<file path="src/rtl/core/mrc_pkg.sv">
// ----------------------------------------------------------------------------
// mrc_pkg
// Shared types, constants and the CRC-16 byte update for the response checker.
// ----------------------------------------------------------------------------
`default_nettype none

package mrc_pkg;

    localparam int HdrDepth   = 9;
    localparam int QueueDepth = 4;
    localparam int QueuePtrW  = $clog2(QueueDepth);
    localparam int QueueCntW  = $clog2(QueueDepth + 1);

    localparam logic [15:0] CrcInit = 16'hFFFF;
    localparam logic [15:0] CrcPoly = 16'hA001;

    localparam logic [7:0] FnReadHolding = 8'h03;
    localparam logic [7:0] FnWriteSingle = 8'h06;
    localparam logic [7:0] FnWriteMulti  = 8'h10;
    localparam logic [7:0] CountParam    = 8'h02;
    localparam logic [7:0] CountEncoder  = 8'h06;

    localparam logic [3:0] LenWrite    = 4'd8;
    localparam logic [3:0] LenMinRead  = 4'd3;
    localparam logic [3:0] LenMin      = 4'd2;
    localparam logic [3:0] CountMax    = 4'd15;
    localparam logic [8:0] LenOverhead = 9'd4;

    localparam logic signed [15:0] PosScale = 16'sd10000;

    typedef enum logic [1:0] {
        ST_OK   = 2'd0,
        ST_LEN  = 2'd1,
        ST_FUNC = 2'd2,
        ST_CRC  = 2'd3
    } status_t;

    typedef struct packed {
        status_t     status;
        logic        reply_kind;
        logic [7:0]  slave_address;
        logic [15:0] param_value;
        logic [15:0] pos_low;
        logic [15:0] pos_high;
        logic        axis_moving;
    } entry_t;

    // reflected crc-16, one byte, lsb first
    function automatic logic [15:0] crc_byte(input logic [15:0] crc_in,
                                             input logic [7:0]  data);
        logic [15:0] c;
        c = crc_in ^ {8'h00, data};
        for (int k = 0; k < 8; k++) begin
            c = c[0] ? ((c >> 1) ^ CrcPoly) : (c >> 1);
        end
        return c;
    endfunction

endpackage

`default_nettype wire

</file>
<file path="src/rtl/core/mrc_front.sv">
// ----------------------------------------------------------------------------
// mrc_front
// Byte intake: crc, byte count, header capture and frame classification.
// ----------------------------------------------------------------------------
`default_nettype none

module mrc_front (
    input  wire logic                aclk,
    input  wire logic                aresetn,
    input  wire logic                s_valid,
    output logic                     s_ready,
    input  wire logic [7:0]          s_rx_byte,
    input  wire logic                s_frame_end,
    input  wire logic                q_full,
    output logic                     q_push,
    output mrc_pkg::entry_t          q_entry
);

    logic [3:0]  cnt_reg,  cnt_next;
    logic        ovf_reg,  ovf_next;
    logic [15:0] crc_reg,  crc_next;
    logic [15:0] tail_reg, tail_next;
    logic [7:0]  hdr_reg  [mrc_pkg::HdrDepth];
    logic [7:0]  hdr_next [mrc_pkg::HdrDepth];

    logic              accept;
    logic [7:0]        fn;
    logic [7:0]        bcount;
    logic [7:0]        bcount_plus;
    logic [8:0]        exp_len;
    logic              crc_ok;
    mrc_pkg::status_t  status;

    assign s_ready = !q_full;
    assign accept  = s_valid && s_ready;
    assign q_push  = accept && s_frame_end;

    always_comb begin
        cnt_next  = (cnt_reg == mrc_pkg::CountMax) ? cnt_reg : cnt_reg + 4'd1;
        ovf_next  = ovf_reg || (cnt_reg == mrc_pkg::CountMax);
        crc_next  = (cnt_reg >= 4'd2) ? mrc_pkg::crc_byte(crc_reg, tail_reg[15:8])
                                      : crc_reg;
        tail_next = {tail_reg[7:0], s_rx_byte};
        for (int i = 0; i < mrc_pkg::HdrDepth; i++) begin
            hdr_next[i] = (!ovf_reg && cnt_reg == 4'(i)) ? s_rx_byte : hdr_reg[i];
        end
    end

    assign fn          = hdr_next[1];
    assign bcount      = hdr_next[2];
    assign bcount_plus = bcount + 8'd1;
    assign exp_len     = mrc_pkg::LenOverhead + {1'b0, bcount_plus};
    // crc goes out low byte first
    assign crc_ok      = (crc_next[7:0] == tail_next[15:8]) &&
                         (crc_next[15:8] == tail_next[7:0]);

    always_comb begin
        status = mrc_pkg::ST_OK;
        if (cnt_next < mrc_pkg::LenMin) begin
            status = mrc_pkg::ST_LEN;
        end else if (fn == mrc_pkg::FnReadHolding) begin
            if (cnt_next == mrc_pkg::LenWrite || cnt_next < mrc_pkg::LenMinRead ||
                ovf_next || {5'd0, cnt_next} != exp_len) begin
                status = mrc_pkg::ST_LEN;
            end else if (bcount != mrc_pkg::CountParam &&
                         bcount != mrc_pkg::CountEncoder) begin
                status = mrc_pkg::ST_FUNC;
            end else if (!crc_ok) begin
                status = mrc_pkg::ST_CRC;
            end
        end else if (fn == mrc_pkg::FnWriteSingle || fn == mrc_pkg::FnWriteMulti) begin
            if (cnt_next != mrc_pkg::LenWrite || ovf_next) begin
                status = mrc_pkg::ST_LEN;
            end else begin
                status = mrc_pkg::ST_FUNC;
            end
        end else begin
            status = mrc_pkg::ST_LEN;
        end
    end

    always_comb begin
        q_entry               = '0;
        q_entry.status        = status;
        q_entry.slave_address = hdr_next[0];
        if (status == mrc_pkg::ST_OK) begin
            if (bcount == mrc_pkg::CountParam) begin
                q_entry.param_value = {hdr_next[3], hdr_next[4]};
            end else begin
                q_entry.reply_kind  = 1'b1;
                q_entry.pos_low     = {hdr_next[5], hdr_next[6]};
                q_entry.pos_high    = {hdr_next[7], hdr_next[8]};
                q_entry.axis_moving = hdr_next[4][3];
            end
        end
    end

    always_ff @(posedge aclk) begin
        if (!aresetn) begin
            cnt_reg  <= '0;
            ovf_reg  <= 1'b0;
            crc_reg  <= mrc_pkg::CrcInit;
            tail_reg <= '0;
        end else if (accept) begin
            if (s_frame_end) begin
                cnt_reg  <= '0;
                ovf_reg  <= 1'b0;
                crc_reg  <= mrc_pkg::CrcInit;
                tail_reg <= '0;
            end else begin
                cnt_reg  <= cnt_next;
                ovf_reg  <= ovf_next;
                crc_reg  <= crc_next;
                tail_reg <= tail_next;
            end
        end
    end

    // header bytes hold whatever was last written
    always_ff @(posedge aclk) begin
        if (accept) begin
            for (int i = 0; i < mrc_pkg::HdrDepth; i++) begin
                hdr_reg[i] <= hdr_next[i];
            end
        end
    end

endmodule

`default_nettype wire

</file>
<file path="config.mk">
export PLATFORM = sky130hd
export DESIGN_NAME = mrc_front
export DESIGN_NICKNAME = d
export VERILOG_FILES = /design/src/rtl/core/mrc_pkg.sv /design/src/rtl/core/mrc_front.sv
export SDC_FILE = /design/constraint.sdc
export NUM_CORES = 1
export LEC_CHECK = 0
export BUFFER_PORTS_ARGS = -buffer_cell sky130_fd_sc_hd__buf_4
export CORE_MARGIN = 2
export CORE_UTILIZATION = 38
export CTS_CLUSTER_DIAMETER = 50
export DETAILED_ROUTE_END_ITERATION = 8
export GPL_TIMING_DRIVEN = 0
export PLACE_DENSITY = 0.65
export SLEW_MARGIN = 20
export SYNTH_ARGS = -nofsm -noshare
export SYNTH_HDL_FRONTEND = slang
export SYNTH_SLANG_ARGS = --single-unit
</file>
<file path="constraint.sdc">
create_clock -name aclk -period 8.5 [get_ports aclk]
set_input_delay 0 -clock aclk [delete_from_list [all_inputs] [get_ports aclk]]
set_output_delay 0 -clock aclk [all_outputs]
set_load 0.01 [all_outputs]
</file>
-- Word-level counts from Yosys, hierarchy flattened
Memories as Yosys holds them, arrays and structs flattened.
Cells that the tools add are included.
- $add $sub $neg: 3
- $lt $le $gt $ge: 3
- equality and inequality tests: 20
- muxes and demuxes: 37
- bitwise logic cells: 9
- reductions and logical operators: 23
- operator list (kind ; number):
    2-to-1 mux 16 bit ; 12
    2-to-1 mux 8 bit ; 9
    2-to-1 mux 49 bit ; 1
    2-to-1 mux 33 bit ; 1
    inverter 2 -> 3 bit ; 8
    == test 4 x 3 -> 1 bit (second input constant) ; 4
    == test 8 x 2 -> 1 bit (second input constant) ; 2
    == test 8 bit ; 2
    XOR 16 x 8 -> 16 bit ; 1
    2-to-1 mux 2 bit ; 7
    logical AND 1 bit ; 13
    == test 4 bit (second input constant) ; 3
    adder 3 x 8 -> 9 bit (first input constant) ; 1
    != test 4 x 9 -> 1 bit ; 1
    adder 8 x 1 -> 8 bit (second input constant) ; 1
    == test 4 x 2 -> 1 bit (second input constant) ; 2
    == test 8 x 3 -> 1 bit (second input constant) ; 1
    == test 8 x 5 -> 1 bit (second input constant) ; 1
    less-than comparator 4 x 2 -> 1 bit (second input constant) ; 2
    2-to-1 mux 4 bit ; 2
    != test 8 x 2 -> 1 bit (second input constant) ; 1
    != test 8 x 3 -> 1 bit (second input constant) ; 1
    logical OR 1 bit ; 6
    2-to-1 mux 1 bit ; 5
    other kinds (7) ; 8
- bits in registers: 37
- RAM bits: 72
- input bits: 13
- memories kept: 1
- memory list (name ; depth ; bits a word ; read ports ; clocked after Yosys merged registers in ; wr ports ; RTL line ; text):
    hdr_reg ; 9 ; 8 ; 9 ; 0 ; 9 ; mrc_front.sv:23 ; logic [7:0] hdr_reg [mrc_pkg::HdrDepth];

-- Depth between registers and ports, before layout
Gate-level depths: netlist of the first run.
- depth in word-level cells: 27
- depth in mapped cells: 17
- depth with buffers taken out: 14

-- Least setup slack after synthesis of the first run
No wires, ideal clock.
- kind: register to output
- start point: reg cnt_reg[0]
- end point: out q_entry[10] (netlist name)
- arrival: 3694 ps
- setup slack: 4806 ps
- cell stages (with the launch flop): 16
- path buffers: 3
- cell sequence: dfxtp_1 inv_1 ha_1 nor4b_4 buf_6 mux2i_1 inv_1 ha_1 xnor2_2 ha_1 o32a_1 a2111o_1 or2_1 buf_2 buf_2 nor3_1
- RTL lines (item ; RTL line ; text):
    start: declaration ; mrc_front.sv:19 ; logic [3:0] cnt_reg, cnt_next;
    start signal: assignment ; mrc_front.sv:111 ; cnt_reg <= cnt_next;
    end: declaration ; mrc_front.sv:16 ; output mrc_pkg::entry_t q_entry

==> qor.csv, run 1 <==
metric,value,unit
initial core utilization,38.8,%
worst-path fanout max,10,
clock buffer depth,2,
clk sinks,109,
die area,18000,um2
number of synthesized flops with an enable pin,72,
Tot GR Track Use,18.9,%
Worst-Skew Late Latency,0.36,ns
Final setup viols,0,
ranking of synthesized cells by area,"edfxtp_1 (34%), dfxtp_1 (11%), mux2_2 (11%), nand2_1 (5.9%), nor3_1 (4.1%)",
Die Y-Extent,134,um
Compound-Gate Fraction of Synth Area,6.78,%
"Gates resized, CTS repair",0,
Synth-to-Final Area Change,18.6,%
post-synthesis adder-cell area fraction,1.36,%
CTS tree,built,
row count,47,
CP max-delay cell,a2111o_1,
first-pass GRT wire length,26600,um
CP Class,reg -> out,
path depth of the worst reg2reg path,7,
post-synthesis sequential area ratio,45.1,%
DRT iter0 DRCs,309,
Setup crit end kind,output port,
Synthesis Warnings,0,
power density over the cells,147,nW/um2
worst relative slew slack,33.9,%
DRT antenna net count,0,
WHS,0.0302,ns
initial antenna violation count,0,
max_cap viols,0,
"Primary FF master, synth",edfxtp_1,
Required @ worst endpoint,8.50,ns
vias after detailed routing,5042,
post-synthesis area per instance,10.2,um2
post-DP HPWL,11800,um
Layout Nets,740,
most frequent cells in the layout,"nand2_1 (101), buf_4 (82), edfxtp_1 (72), mux2_2 (63), nor3_1 (53)",
clock-pin transition on the worst setup and hold timing paths,0.07,ns
final wirelength,16700,um
max-slew violation count,0,
total grt overflow,0,
Seq cells post-synth,109,
post-synth top area cell,edfxtp_1,
worst-margin pin slew,0.982,ns
"Cell Chain, Critical Path","inv_1, ha_1, nor4b_4, buf_6, mux2i_1, inv_1, ha_1, xnor2_2, ha_1, o32a_1, a2111o_1, or2_1, buf_2, buf_6, nor3_1, buf_4",
Final min period,4.76,ns
main combinational cell family by area after synthesis,simple AND/OR/NAND/NOR gates,
crit path DAT,4.76,ns
FF-to-FF End,hdr_reg[0][18],
I/O Buffers,74,
"commonest non-fill, non-tap cell in the layout",nand2_1,
ys async rst share,0,%
DR DRC count,0,
Setup Skew,0.00812,ns
vias in the first global route,5019,
hold violation count in the final report,0,
CTS H-tree depth,3,
Worst Hold End,hdr_reg[0][15],
Top Ports,75,
Synth Cell Area,6440,um2
vias per cell,5.34,
"setup slack, reg-to-reg",5.62,ns
final core occ,46.1,%
core area,16600,um2
crit-path max cell delay,0.43,ns
hold_sp,s_rx_byte[7],
leakage,2.85,nW
Ant. Diodes,0,
CTS root buf,clkbuf_16,
Cell variety after synth,62,
max FFs per register,72,
final setup margin,3.74,ns
f_max,210,MHz
Final TNS setup,0,ns
Synth Instances,629,
routability cong.,0.891,
largest net degree at the start of global routing,33,
per-cell routed wire length,17.7,um
"Period Utilization, post-route",56.0,%
dpl ws,4.13,ns
startpoint types,register,
syn_nets,649,
worst IR drop on VDD,0.0000941,V
RR Startpoint,cnt_reg[0],
Post-CTS Setup Repair Bufs,0,
die width,134,um
layout cells sized above 1,26.1,%
hold crit path type,in -> reg,
Synth Area in Simple Gates,19.8,%
mux share of post-synthesis cell area,14.3,%
Synth Area in XOR/XNOR,7.28,%
RSZ-0062 raised after global routing,no,
status,"complete, no violations",
post-synth top area share,33.6,%
hold path depth,2,
CP most frequent cell,ha_1,
CTS buffer count,9,
router iterations before antenna repair,5,
[cell usage after synthesis, types with 10 or more instances]
library cell,count
edfxtp_1,72
nand3_1,15
inv_1,15
a21oi_1,15
dfxtp_1,37
a21boi_0,16
clkbuf_1,34
nor2_1,21
nor3_1,53
o21ai_0,10
nand2_1,101
mux2i_1,16
nand3b_1,14
mux2_2,63
xnor2_1,26
[kinds of logic (layout without fill, tap and decap cells)]
| kind of cell | after synthesis | count (layout) |
|---|---|---|
| AND/OR/NAND/NOR | 251 | 251 |
| flip-flops | 109 | 109 |
| multiplexers | 82 | 82 |
| buffers and inverters | 73 | 169 |
| AO/OA/AOI/OAI | 64 | 64 |
| XOR/XNOR | 43 | 43 |
| adder cells (fa/ha/maj) | 7 | 7 |
[metrics by stage]
stage / power (mW) / cells / area (um2)
6_report: 1.12 / 945 / 7640
5_1_grt: 1.16 / 945 / 7640
4_1_cts: 1.13 / 945 / 7640
3_5_place_dp: 0.713 / 925 / 7320
3_3_place_gp: 0.709 / 923 / 7270
2_1_floorplan: 0.674 / 629 / 6440
[what timing repair did]
| action | in CTS | in global routing |
|---|---|---|
| endpoints found under the setup margin | 0 | 0 |
| endpoints found under the hold margin | 5 | 0 |
| hold buffers | 4 | 0 |
[area by class of cell]
class / instances / area, um2
well taps: 220 / 275
flip-flops and latches: 109 / 2900
fillers: 1567 / 8940
plain buffers: 57 / 287
clock buffers: 13 / 240
clock inverters: 3 / 38.8
multi-input cells: 447 / 3190
inverters: 16 / 60.1
repair buffers: 80 / 643
[power breakdown]
| group | total (mW) | internal, mW | switching [mW] |
|---|---|---|---|
| Clock | 0.417 | 0.228 | 0.189 |
| Sequential | 0.588 | 0.582 | 0.00634 |
| Combinational | 0.115 | 0.0487 | 0.0662 |
[routing by layer]
layer	global-route usage, %	wire length, um	up-vias	share of wire (%)
li1	-	-	2397	-
met1	25.5	7730	2435	46
met2	30.2	7670	173	46
met3	2.46	765	37	4.6
met4	9.24	523	0	3.1
met5	0	0	-	0
[worst max-delay path by stage]
stage	from	endpoint	slack, ns	cells past startpoint
2_1_floorplan	cnt_reg[0]	q_entry[10]	4.81	15
3_3_place_gp	q_full	tail_reg[10]	4.09	8
3_5_place_dp	cnt_reg[0]	q_entry[0]	4.13	16
4_1_cts	cnt_reg[0]	q_entry[0]	3.72	16
5_1_grt	cnt_reg[0]	q_entry[0]	3.39	18
6_report	cnt_reg[0]	q_entry[1]	3.74	16
[critical path: cells and delay by family (launching register included)]
family	cells	cell delay, ns
AO/OA/AOI/OAI	2	0.78
XOR/XNOR	1	0.19
adder cells (fa/ha/maj)	3	0.78
flip-flops	1	0.38
multiplexers	1	0.35
buffers and inverters	6	1.05
AND/OR/NAND/NOR	3	0.87
Note: power is estimated with default switching activity, not from simulation.
==> run 2: changes to the inputs <==
clock period = 4.5 ns   (was 8.5 ns; I/O delays follow)
==> run 2 against run 1 <==
Count of clock-buffer cells in the layout unchanged. Global-route usage barely moved. Power is 89% higher. Non-clock buffer count increased by 8. Die area did not move. Hold slack got worse by 0.0065 ns. Critical endpoint is now q_entry[30]. Sequential power increased by 89%. Sequential share of layout area down 0.67 points. Combinational power is 94% higher. Final area rose by 1.8%. Final cell count up 0.85%. Register-to-register slack got worse by 3.8 ns. Largest cell class unchanged.
==> qor.csv, run 2 (same netlist as run 1, synthesis figures left out) <==
metric,value,unit
clock-pin transition on the worst setup and hold timing paths,0.07,ns
crit path DAT,4.29,ns
Post-Layout Cell Count,953,
hold_sp,s_rx_byte[0],
total grt overflow,0,
CTS tree,built,
final core occ,46.9,%
startpoint types,register,
DR DRC count,0,
worst-path fanout max,10,
Critical Path Start,cnt_reg[0],
RR Startpoint,cnt_reg[0],
worst-margin pin slew,0.991,ns
Layout Nets,748,
die area,18000,um2
initial antenna violation count,0,
Worst-Skew Late Latency,0.36,ns
CTS root buf,clkbuf_16,
Top Ports,75,
core area,16600,um2
I/O Buffers,74,
vias after detailed routing,5086,
"setup slack, reg-to-reg",1.87,ns
row count,47,
CP endpoint,q_entry[30],
Synth-to-Final Area Change,20.7,%
max-slew violation count,0,
worst IR drop on VDD,0.000176,V
Final min period,4.29,ns
Inst Count DP,925,
initial core utilization,38.8,%
Final setup viols,0,
Setup crit end kind,output port,
hold violation count in the final report,0,
router iterations before antenna repair,5,
most frequent cells in the layout,"nand2_1 (101), buf_4 (90), edfxtp_1 (72), mux2_2 (63), nor3_1 (43)",
status,"complete, no violations",
f_max,233,MHz
vias in the first global route,5032,
Die Y-Extent,134,um
layout cells sized above 1,28.8,%
CTS buffer count,9,
post-DP HPWL,11800,um
CP Class,reg -> out,
fin area,7780,um2
vias per cell,5.34,
DRT antenna net count,0,
FF-to-FF End,hdr_reg[0][18],
leakage,2.89,nW
clock buffer depth,2,
clk sinks,109,
CTS H-tree depth,3,
Setup Skew,0.00590,ns
"Period Utilization, post-route",95.4,%
largest net degree at the start of global routing,33,
Layout fillers,1565,
Tot GR Track Use,19.0,%
hold crit path type,in -> reg,
per-cell routed wire length,17.8,um
Ant. Diodes,0,
routability cong.,0.891,
first-pass GRT wire length,26700,um
Final TNS setup,0,ns
final wirelength,17000,um
Required @ worst endpoint,4.50,ns
worst relative slew slack,33.3,%
path depth of the worst reg2reg path,9,
placed cell area,7320,um2
max FFs per register,72,
DRT iter0 DRCs,362,
power density over the cells,273,nW/um2
RSZ-0062 raised after global routing,no,
"commonest non-fill, non-tap cell in the layout",nand2_1,
die width,134,um
max_cap viols,0,
run 2: how the worst min path moves through the flow:
stage	to	slack [ns]	cells after the start
final	hdr_reg[0][16]	0.02	3
after global routing	hdr_reg[0][16]	0.04	3
after CTS	hdr_reg[0][16]	0.01	3
after detailed placement	s_ready	0.25	3
after global placement	s_ready	0.24	3
after floorplan	s_ready	0.05	1
run 2: worst max-delay path, cell delays in order, from the launching register on:
cell and delay (ns):
dfxtp_1 0.40, inv_2 0.11, ha_2 0.20, nor4b_4 0.27
buf_6 0.17, mux2_2 0.36, ha_2 0.23, xnor2_2 0.16
ha_1 0.22, o32a_1 0.35, a2111o_1 0.43, or2_1 0.25
buf_2 0.19, buf_2 0.20, nor3_1 0.24, buf_4 0.17
run 2: power breakdown:
group | total (mW) | internal [mW] | switching [mW]
Combinational | 0.223 | 0.0953 | 0.128
Sequential | 1.11 | 1.10 | 0.0122
Clock | 0.787 | 0.430 | 0.357
run 2: layout make-up:
| type | instances | area [um2] | share of cell area [%] |
|---|---|---|---|
| Multi-Input combinational cell | 447 | 3270 | 42.1 |
| Sequential cell | 109 | 2900 | 37.3 |
| Timing Repair Buffer | 88 | 703 | 9.04 |
| Buffer | 57 | 287 | 3.68 |
| Tap cell | 220 | 275 | 3.54 |
| Clock buffer | 13 | 240 | 3.09 |
| Inverter | 16 | 60.1 | 0.772 |
| Clock inverter | 3 | 38.8 | 0.499 |
run 2: what timing repair did:
| action | CTS | global route |
|---|---|---|
| endpoints found under the hold margin | 5 | 0 |
| gates resized for setup | 3 | 13 |
| pin swaps | 0 | 1 |
| hold buffers | 4 | 0 |
| setup endpoints to repair | 50 | 50 |
| buffers inserted | 3 | 5 |
run 2: per-stage QoR:
step | hold WS (ns) | setup WS [ns] | power, mW
6_report | 0.0237 | 0.209 | 2.12
2_1_floorplan | 0.0510 | 0.806 | 1.27
5_1_grt | 0.0449 | 0.0209 | 2.19
3_3_place_gp | 0.243 | 0.0893 | 1.34
3_5_place_dp | 0.249 | 0.133 | 1.35
4_1_cts | 0.0128 | 0.0513 | 2.13
run 2: per-layer routing:
metal / share of wire [%] / wire length (um) / global-route usage [%] / vias up
met1: 45 / 7650 / 25.4 / 2462
li1: - / - / - / 2418
met4: 2.9 / 497 / 9.59 / 0
met3: 4.6 / 790 / 2.65 / 29
met2: 47 / 8060 / 30.2 / 177
met5: 0 / 0 / 0 / -
==> run 3: changes to the inputs <==
REMOVE_ABC_BUFFERS = 1   (was unset)
==> run 3 against run 2 <==
Combinational power fell by 11%. Largest cell class unchanged. Critical endpoint is now q_entry[41]. Non-clock buffer count is 64 lower. Final cell count shrank 6.6%.
==> qor.csv, run 3 (same netlist as run 1, synthesis figures left out) <==
metric,value,unit
DRT antenna net count,0,
Ant. Diodes,0,
final wirelength,16000,um
Die Y-Extent,134,um
row count,47,
f_max,233,MHz
core area,16600,um2
Final setup viols,0,
initial antenna violation count,0,
Top Ports,75,
clock-pin transition on the worst setup and hold timing paths,0.07,ns
CTS tree,built,
Final TNS setup,0,ns
worst-path fanout max,34,
hold violation count in the final report,0,
total grt overflow,0,
max_cap viols,0,
largest net degree at the start of global routing,52,
Layout fillers,1585,
crit-path max cell delay,0.45,ns
register area,2900,um2
clock buffer depth,2,
per-cell routed wire length,18.0,um
Layout Nets,686,
CP max-delay cell,a2111o_1,
most frequent cells in the layout,"nand2_1 (101), buf_4 (79), edfxtp_1 (72), mux2_2 (63), nor3_1 (48)",
max FFs per register,72,
CTS buffer count,9,
worst IR drop on VDD,0.000184,V
final core occ,45.2,%
Tot GR Track Use,17.3,%
CTS root buf,clkbuf_16,
Critical Path Start,cnt_reg[0],
Worst-Skew Late Latency,0.36,ns
Setup Skew,0.00838,ns
hold_sp,aresetn,
"Period Utilization, post-route",95.3,%
die area,18000,um2
vias per cell,5.36,
DRT iter0 DRCs,229,
"setup slack, reg-to-reg",1.44,ns
hold crit path type,in -> reg,
startpoint types,register,
RSZ-0062 raised after global routing,no,
"Cell Chain, Critical Path","inv_2, ha_2, nor4b_4, buf_4, mux2_2, ha_2, xnor2_2, ha_1, o32a_1, a2111o_1, or2_4, buf_12, nor3_2, buf_4",
CP Class,reg -> out,
leakage,2.79,nW
max-slew violation count,0,
clk sinks,109,
die width,134,um
Setup crit end kind,output port,
vias in the first global route,4646,
post-DP HPWL,10100,um
Required @ worst endpoint,4.50,ns
fin area,7490,um2
initial core utilization,38.8,%
power density over the cells,289,nW/um2
Inst Count DP,868,
routability cong.,0.891,
"commonest non-fill, non-tap cell in the layout",nand2_1,
vias after detailed routing,4767,
router iterations before antenna repair,5,
DR DRC count,0,
Post-Layout Cell Count,890,
worst relative slew slack,32.6,%
CTS H-tree depth,3,
Synth-to-Final Area Change,16.3,%
Final min period,4.29,ns
multi-input logic area,3300,um2
total power,2.16,mW
crit path DAT,4.29,ns
worst-margin pin slew,1.00,ns
first-pass GRT wire length,24800,um
layout cells sized above 1,28.7,%
placed cell area,7040,um2
RR Startpoint,cnt_reg[0],
status,"complete, no violations",
I/O Buffers,74,
## run 3: stage by stage
stage / worst slack [ns] / hold slack, ns
after detailed placement: -0.362 / 0.244
after global routing: 0.0377 / 0.0198
final: 0.212 / 0.0226
after floorplan: 0.186 / 0.0510
after CTS: 0.0162 / 0.00780
after global placement: -0.837 / 0.245
## run 3: area by class of cell
type / instances / area share [%]
Tap cell: 220 / 3.67
Clock inverter: 6 / 1.17
Timing Repair Buffer: 81 / 8.45
Inverter: 16 / 0.835
Multi-Input combinational cell: 449 / 44.1
Sequential cell: 109 / 38.8
Clock buffer: 9 / 3.01
## run 3: worst max-delay path, delay by kind of cell (launching register included)
kind                       cells  cell delay (ns)
buffers and inverters          4             0.73
DFF                            1             0.38
xor gates and xnor gates       1             0.16
and+or+nand+nor                3             0.78
muxes                          1             0.37
AOI/OAI and AO/OA              2             0.79
adders and majority gates      3             0.69
## run 3: what timing repair did
action,4_1_cts,5_1_grt
pin swaps,0,3
buffers inserted,2,3
resized for setup,6,10
cloned,0,2
endpoints found under the setup margin,52,51
hold buffers,0,0
## run 3: where the power goes
group          switching [mW]  internal [mW]
Combinational           0.120         0.0787
Clock                   0.369          0.485
Sequential             0.0121           1.10
Total                   0.502           1.66
## run 3: path summary, 6_finish.rpt
kind	end	depth (start not counted)
worst max register to register	hdr_reg[0][18]	7
worst max-delay path	q_entry[41]	14
worst min register to register	tail_reg[6]	2
worst min-delay path	tail_reg[9]	2
## run 3: per-layer routing
layer	vias up	GRT usage [%]	wire length, um
li1	2294	-	-
met1	2330	23.1	7320
met2	133	29.0	7850
met3	10	4.23	772
met4	0	2.92	103
met5	-	0	0
